## src/design/mbvs_pkg.sv

```systemverilog
// shared types and constants for the branch variable selector
package mbvs_pkg;

    localparam int FRAC_BITS = 16;
    localparam int VAR_W     = 10;
    localparam int NUM_VARS  = 1024;
    localparam int SUM_W     = 48;
    localparam int CNT_W     = 16;
    localparam int TOTAL_W   = 58;
    localparam int OBS_W     = 11;
    localparam int SCORE_W   = 64;
    localparam int OP_W      = 64;
    localparam int DIV_W     = 16;
    localparam int ROW_W     = 2 * (SUM_W + CNT_W);
    localparam int DIST_W    = FRAC_BITS + 1;
    localparam int STEP_W    = 7;

    localparam logic [SUM_W-1:0]  SUM_MAX = {SUM_W{1'b1}};
    localparam logic [CNT_W-1:0]  CNT_MAX = {CNT_W{1'b1}};
    localparam logic [SUM_W-1:0]  ONE_FX  = SUM_W'(1) << FRAC_BITS;
    localparam logic [DIST_W-1:0] ONE_D   = DIST_W'(1) << FRAC_BITS;

    localparam logic [0:0] REG_STRATEGY  = 1'b0;
    localparam logic [0:0] REG_TOLERANCE = 1'b1;

    // one queued item, already classified by the front
    typedef struct packed {
        logic                  is_record;
        logic                  cand;
        logic                  strategy;
        logic                  last;
        logic [VAR_W-1:0]      var_index;
        logic                  direction;
        logic [SUM_W-1:0]      delta_q;
        logic [FRAC_BITS-1:0]  fraction;
        logic [FRAC_BITS-1:0]  frac;
        logic [DIST_W-1:0]     near_dist;
    } entry_t;

    // one pseudo-cost table row
    typedef struct packed {
        logic [SUM_W-1:0] dsum;
        logic [CNT_W-1:0] dcnt;
        logic [SUM_W-1:0] usum;
        logic [CNT_W-1:0] ucnt;
    } row_t;

    typedef enum logic [4:0] {
        ST_CLEAR, ST_IDLE, ST_READ,
        ST_RATIO, ST_RATIO_W, ST_OLD, ST_OLD_W, ST_NEW, ST_NEW_W, ST_WRITE,
        ST_DCOST, ST_DCOST_W, ST_UCOST, ST_UCOST_W,
        ST_DSCALE, ST_DSCALE_W, ST_USCALE, ST_USCALE_W, ST_PROD, ST_PROD_W,
        ST_SELECT, ST_EMIT
    } state_t;

endpackage

```

## src/design/mbvs_front.sv

```systemverilog
// front end: accepts items, classifies them and queues the ones with work
module mbvs_front (
    input  logic                            clk,
    input  logic                            rst_n,
    input  logic                            in_valid,
    output logic                            in_stall,
    input  logic                            mode,
    input  logic [mbvs_pkg::VAR_W-1:0]      var_index,
    input  logic                            direction,
    input  logic signed [31:0]              obj_change,
    input  logic [mbvs_pkg::FRAC_BITS-1:0]  branch_fraction,
    input  logic signed [31:0]              primal_value,
    input  logic                            is_integer,
    input  logic                            last_offer,
    input  logic                            cfg_we,
    input  logic [0:0]                      cfg_index,
    input  logic [15:0]                     cfg_data,
    input  logic                            clearing,
    input  logic                            pop,
    output mbvs_pkg::entry_t                head,
    output logic                            head_valid
);

    localparam int DEPTH = 2;

    logic                           strategy_reg;
    logic [mbvs_pkg::FRAC_BITS-1:0] tol_reg;
    mbvs_pkg::entry_t               entries_reg [DEPTH];
    logic                           wr_ptr_reg;
    logic                           rd_ptr_reg;
    logic [1:0]                     count_reg;
    logic [mbvs_pkg::FRAC_BITS-1:0] frac;
    logic [mbvs_pkg::DIST_W-1:0]    comp;
    logic [mbvs_pkg::DIST_W-1:0]    near_dist;
    logic                           cand;
    logic                           keep;
    logic                           push;
    mbvs_pkg::entry_t               entry;

    // configuration registers
    always_ff @(posedge clk or negedge rst_n)
    begin
        if (!rst_n)
        begin
            strategy_reg <= 1'b1;
            tol_reg      <= mbvs_pkg::FRAC_BITS'(1);
        end
        else if (cfg_we)
        begin
            unique case (cfg_index)
                mbvs_pkg::REG_STRATEGY:  strategy_reg <= cfg_data[0];
                mbvs_pkg::REG_TOLERANCE: tol_reg      <= cfg_data;
                default:                 tol_reg      <= tol_reg;
            endcase
        end
    end

    // distance to the nearest integer and candidate test
    assign frac      = primal_value[mbvs_pkg::FRAC_BITS-1:0];
    assign comp      = mbvs_pkg::ONE_D - {1'b0, frac};
    assign near_dist = ({1'b0, frac} < comp) ? {1'b0, frac} : comp;
    assign cand      = is_integer && (near_dist > {1'b0, tol_reg});

    // drop items with no effect
    assign keep = !mode ? (!obj_change[31] && (branch_fraction != '0))
                        : (cand || last_offer);

    always_comb
    begin
        entry.is_record = !mode;
        entry.cand      = cand;
        entry.strategy  = strategy_reg;
        entry.last      = last_offer;
        entry.var_index = var_index;
        entry.direction = direction;
        entry.delta_q   = {1'b0, obj_change[30:0], {mbvs_pkg::FRAC_BITS{1'b0}}};
        entry.fraction  = branch_fraction;
        entry.frac      = frac;
        entry.near_dist = near_dist;
    end

    assign in_stall = clearing || (count_reg == 2'(DEPTH));
    assign push     = in_valid && !in_stall && keep;

    // two entry queue
    always_ff @(posedge clk or negedge rst_n)
    begin
        if (!rst_n)
        begin
            wr_ptr_reg <= 1'b0;
            rd_ptr_reg <= 1'b0;
            count_reg  <= '0;
        end
        else
        begin
            if (push)
            begin
                wr_ptr_reg <= !wr_ptr_reg;
            end
            if (pop)
            begin
                rd_ptr_reg <= !rd_ptr_reg;
            end
            count_reg <= count_reg + 2'(push) - 2'(pop);
        end
    end

    always_ff @(posedge clk)
    begin
        if (push)
        begin
            entries_reg[wr_ptr_reg] <= entry;
        end
    end

    assign head       = entries_reg[rd_ptr_reg];
    assign head_valid = count_reg != '0;

endmodule

```

## config.mk

```make
export PLATFORM = sky130hd
export DESIGN_NAME = mbvs_front
export DESIGN_NICKNAME = d
export VERILOG_FILES = /design/src/design/mbvs_pkg.sv /design/src/design/mbvs_front.sv
export SDC_FILE = /design/constraint.sdc
export NUM_CORES = 1
export LEC_CHECK = 0
export BUFFER_PORTS_ARGS = -buffer_cell sky130_fd_sc_hd__buf_2
export CAP_MARGIN = 20
export CORE_AREA = 2 2 163 165
export CTS_CLUSTER_DIAMETER = 150
export DETAILED_ROUTE_END_ITERATION = 7
export DIE_AREA = 0 0 165 167
export GPL_ROUTABILITY_DRIVEN = 0
export GPL_TIMING_DRIVEN = 0
export PLACE_DENSITY_LB_ADDON = 0.05
export SYNTH_ARGS = -nofsm -noshare
export SYNTH_HDL_FRONTEND = slang
export SYNTH_SLANG_ARGS = --single-unit
export TNS_END_PERCENT = 1
```

## constraint.sdc

```tcl
create_clock -name clk -period 7.44 [get_ports clk]
set_input_delay 0 -clock clk [delete_from_list [all_inputs] [get_ports clk]]
set_output_delay 0 -clock clk [all_outputs]
set_load 0.03 [all_outputs]
```

==> metrics.md <==
| Metric | Value |
|---|---|
| Number of warnings reported in the yosys synthesis log | 0 |
| Post-synth top cells | sky130_fd_sc_hd__edfxtp_1 (188), sky130_fd_sc_hd__mux2_2 (111), sky130_fd_sc_hd__ha_1 (27), sky130_fd_sc_hd__inv_1 (23), sky130_fd_sc_hd__dfrtp_1 (19) |
| Final worst-path setup slack | around 1200 ps |
| Post-DP HPWL | roughly 14,000 microns |
| Element type at the critical path start | primary input |
| Critical path peak fanout | 24 |
| Die Footprint | 0.0276 sq mm |
| Worst clock skew on the final layout | 17.5 ps |
| Buffers inserted during post-CTS setup optimization | 0 |
| Final setup violation count | 0 |
| Clk root buf | sky130_fd_sc_hd__clkbuf_16 |
| Tcrit/Tclk final | 83.5% |
| Horizontal die dimension | 165 microns |
| Total I/O pin count | 231 |
| Type of the setup path with the least slack | in -> reg |
| Sequential-to-total area share from yosys stat | 69.8% |
| Fin crit period | 6210 ps |
| Cell accounting for the most synthesized area | sky130_fd_sc_hd__edfxtp_1 |
| Number of I/O port buffers | 197 |
| Dominant combinational cell family by area after synthesis | multiplexers |
| Internal power contribution | 2.57 mW |
| First DRT Iteration DRCs | 228 |
| Required time reported for the critical path endpoint | just under 8000 ps |
| Most used DFF post-synth | sky130_fd_sc_hd__edfxtp_1 |
| Post-route antenna net violation count | 0 |
| DR WL/cell | roughly 16 microns |
| Maximum vdd drop | 0.199 mV |
| Delay contributed by the slowest stage of the critical path | 530 ps |
| Syn_area_per_cell | between 15 and 20 sq um |
| Proportion of power drawn by flip-flops and latches | 37.6% |
| Cell total after placement | 1,068 |
| Reg-to-reg slack, setup | 4250 ps |
| Arrival time reported for the critical path endpoint | 6470 ps |
| Max Transition Viols Final | 0 |
| Fraction of registers with async set/reset | 10.0% |
| Die Height | 167 microns |
| Clock tree from TritonCTS | built |
| Synthesis-stage register bit count | ~210 |
| Hold/Removal Path Class | in -> reg |
| Std-Cell Rows | just under 60 |
| Starting density of the core | 34.3% |
| Total power per unit cell area | around 310 mW/mm^2 |
| Number of buffers inserted by hold repair at cts | 100 |
| Vias in the first global route | 5,651 |
| Pwr Total | about 3.8 mW |
| Clock share of power | between 30 and 40% |
| Number of nets in the layout | 1,004 |
| Count of final hold-check violations | 0 |
| Clk_lat worst skew | 520 ps |
| Endpoint class of the critical path | flop |
| Final wirelength | 19,800 microns |
| Sequence of cells on the critical path | dlygate4sd3_1 > buf_2 > or3_1 > nor2_1 > nand3_1 > or3_1 > or3_1 > ha_1 > xnor2_1 > a21oi_1 > mux2i_1 > a21o_4 > a21oi_4 > mux2_4 > ha_1 > nand4_1 > a211oi_1 > o41ai_1 > nand3_1 > o31ai_2 > nor2_4 > buf_12 > buf_12 > buf_16 |
| Library cells used by synthesis | 50 |
| Slew @ Worst Pin | about 930 ps |
| Initial antenna violation count | 0 |
| Antenna cell count | 0 |
| Standard cell with the maximum stage delay on the critical path | sky130_fd_sc_hd__dlygate4sd3_1 |
| Arithmetic-cell share of the synthesized area counting full adders, half adders and majority gates | roughly 3.8% |
| Number of buffers created by CTS | 25 |
| Xor/xnor share of the synthesized area | 1.29% |
| Leakage | approximately 4.8 nW |
| Post-synthesis mux area share | 15.7% |
| Layout cells sized above 1 | 44.3% |
| Number of vias after detailed routing | 5,428 |
| Number of levels in the clock H-tree | 1 |
| Achievable frequency | 161 MHz |
| Global-route wire length before repair | 30,300 microns |
| Switching portion of total power | 32.6% |
| Net load switching power | between 1 and 1.5 mW |
| Most frequent CP cell | sky130_fd_sc_hd__or3_1 |
| Overall routing resource usage | 14.0% |
| Number of clock sinks | between 200 and 250 |
| Final routed DRC violation total | 0 |
| Post-CTS clock slew at the launch and capture registers of the worst setup and hold paths | 60 ps |
| Routed via count divided by cell count | 4.47 |
| Placement-stage cell area | 0.0105 sq mm |
| Post_cts resized | 0 |
| Synthesis-to-layout area growth | 39.0% |
| Max-slew headroom at the worst pin | 37.6% |
| EDFF count, synth | 188 |
| Fraction of post-synthesis cell area in the top cell type by area | 63.8% |
| Synth top area cells | sky130_fd_sc_hd__edfxtp_1 (64%), sky130_fd_sc_hd__mux2_2 (14%), sky130_fd_sc_hd__dfrtp_1 (5.4%), sky130_fd_sc_hd__ha_1 (3.8%), sky130_fd_sc_hd__buf_4 (1.5%) |
| Design area | roughly 0.012 sq mm |
| First-pass DRT Iterations | 4 |
| Remaining global-route overflow | 0 |
| Post-synthesis compound-gate area fraction | between 2 and 3% |
| Basic-gate share of the synthesized area counting and, or, nand and nor cells | between 3 and 4% |
| Post-Synthesis Cells | 510 |
| Post-layout instance count excluding filler cells | about 1,200 |
| RSZ-0062 raised after global routing | false |
| Count of maximum capacitance violations | 0 |
| Core Util, Final | 47.7% |
| Area of the placeable core | 0.0258 sq mm |
| Number of buffers between clock root and the deepest sink | 3 |
| Leading cell type by number of instances after synthesis | sky130_fd_sc_hd__edfxtp_1 |
| Netlist area before placement | 0.00885 sq mm |
| Worst setup slack before clock tree synthesis | 1260 ps |
| Number of flip-flops under the largest register name | approximately 190 |
| Logic gate share of total power | between 30 and 40% |
| Maximum number of pins on one net before global-route repair | 25 |
| Status | finished, final reports clean |
-- final cells by class --
| type | instances | area, sq um |
|---|---|---|
| fill | 2314 | 13500 |
| sequential | 209 | 6170 |
| multi-input combinational | 265 | 2480 |
| timing repair buffer | 305 | 2170 |
| clock buffer | 32 | 662 |
| tap | 335 | 419 |
| buffer | 31 | 191 |
| clock inverter | 14 | 119 |
| inverter | 23 | 86.3 |
-- path summary, 6_finish.rpt --
check                                  startpoint                           end  cells past startpoint
setup / recovery                  primal_value[1]  entries_reg[1][28]$_DFFE_PP_                     24
hold / removal                          cfg_index       tol_reg[13]$_DFFE_PN0P_                      3
setup reg to reg           tol_reg[2]$_DFFE_PN0P_  entries_reg[1][28]$_DFFE_PP_                     11
hold reg to reg            count_reg[1]$_DFF_PN0_        count_reg[1]$_DFF_PN0_                      1
max in group asynchronous                   rst_n       tol_reg[10]$_DFFE_PN0P_                      4
min in group asynchronous                   rst_n        tol_reg[0]$_DFFE_PN1P_                      3
-- cell usage in the layout, fill, tap and decap left out, drive strengths merged, types with 9 or more instances in the layout --
cell and instances:
a21oi 12, buf 229, clkbuf 39, clkinv 10, conb 19, dfrtp 19, dlygate4sd3 100, edfxtp 188
ha 27, inv 24, mux2 119, nor2 9, xnor2 9
-- kinds of logic after synthesis --
group,Yosys count
other cells,1
xor+xnor,13
flops,209
simple gates,51
fa+ha+maj,27
compound gates,34
buf+inv,54
mux,121
-- layer usage --
| metal | share of wire (%) | routed length, microns | GRT usage (%) |
|---|---|---|---|
| met3 | 6.4 | 1270 | 3.21 |
| met4 | 2.0 | 404 | 3.40 |
| met5 | 0 | 0 | 0 |
| met1 | 43 | 8480 | 17.8 |
| met2 | 49 | 9620 | 24.1 |
-- stage by stage --
step	TNS [ps]	hold WS, ps
after detailed placement	0	7.79
after global placement	-767140	-2.09
after CTS	0	20.4
after global routing	0	76.9
after floorplan	-158470	-296
final	0	32.7
-- worst max-delay path, delay by kind of cell --
family,cells,cell delay [ps]
and+or+nand+nor,8,1940
AOI/OAI and AO/OA,6,1890
buffers and inverters,5,1270
adders and majority gates,2,630
muxes,2,530
xor gates and xnor gates,1,150
-- power groups by stage --
| stage | Combinational, mW | Sequential, mW | Clock, mW |
|---|---|---|---|
| 3_5_place_dp | 1.21 | 1.46 | 0 |
| 3_3_place_gp | 1.17 | 1.48 | 0 |
| 6_report | 1.23 | 1.43 | 1.15 |
| 4_1_cts | 1.26 | 1.43 | 1.19 |
| 2_1_floorplan | 0.848 | 1.46 | 0 |
| 5_1_grt | 1.32 | 1.44 | 1.24 |
No activity file was read; power rests on OpenSTA's default activity.
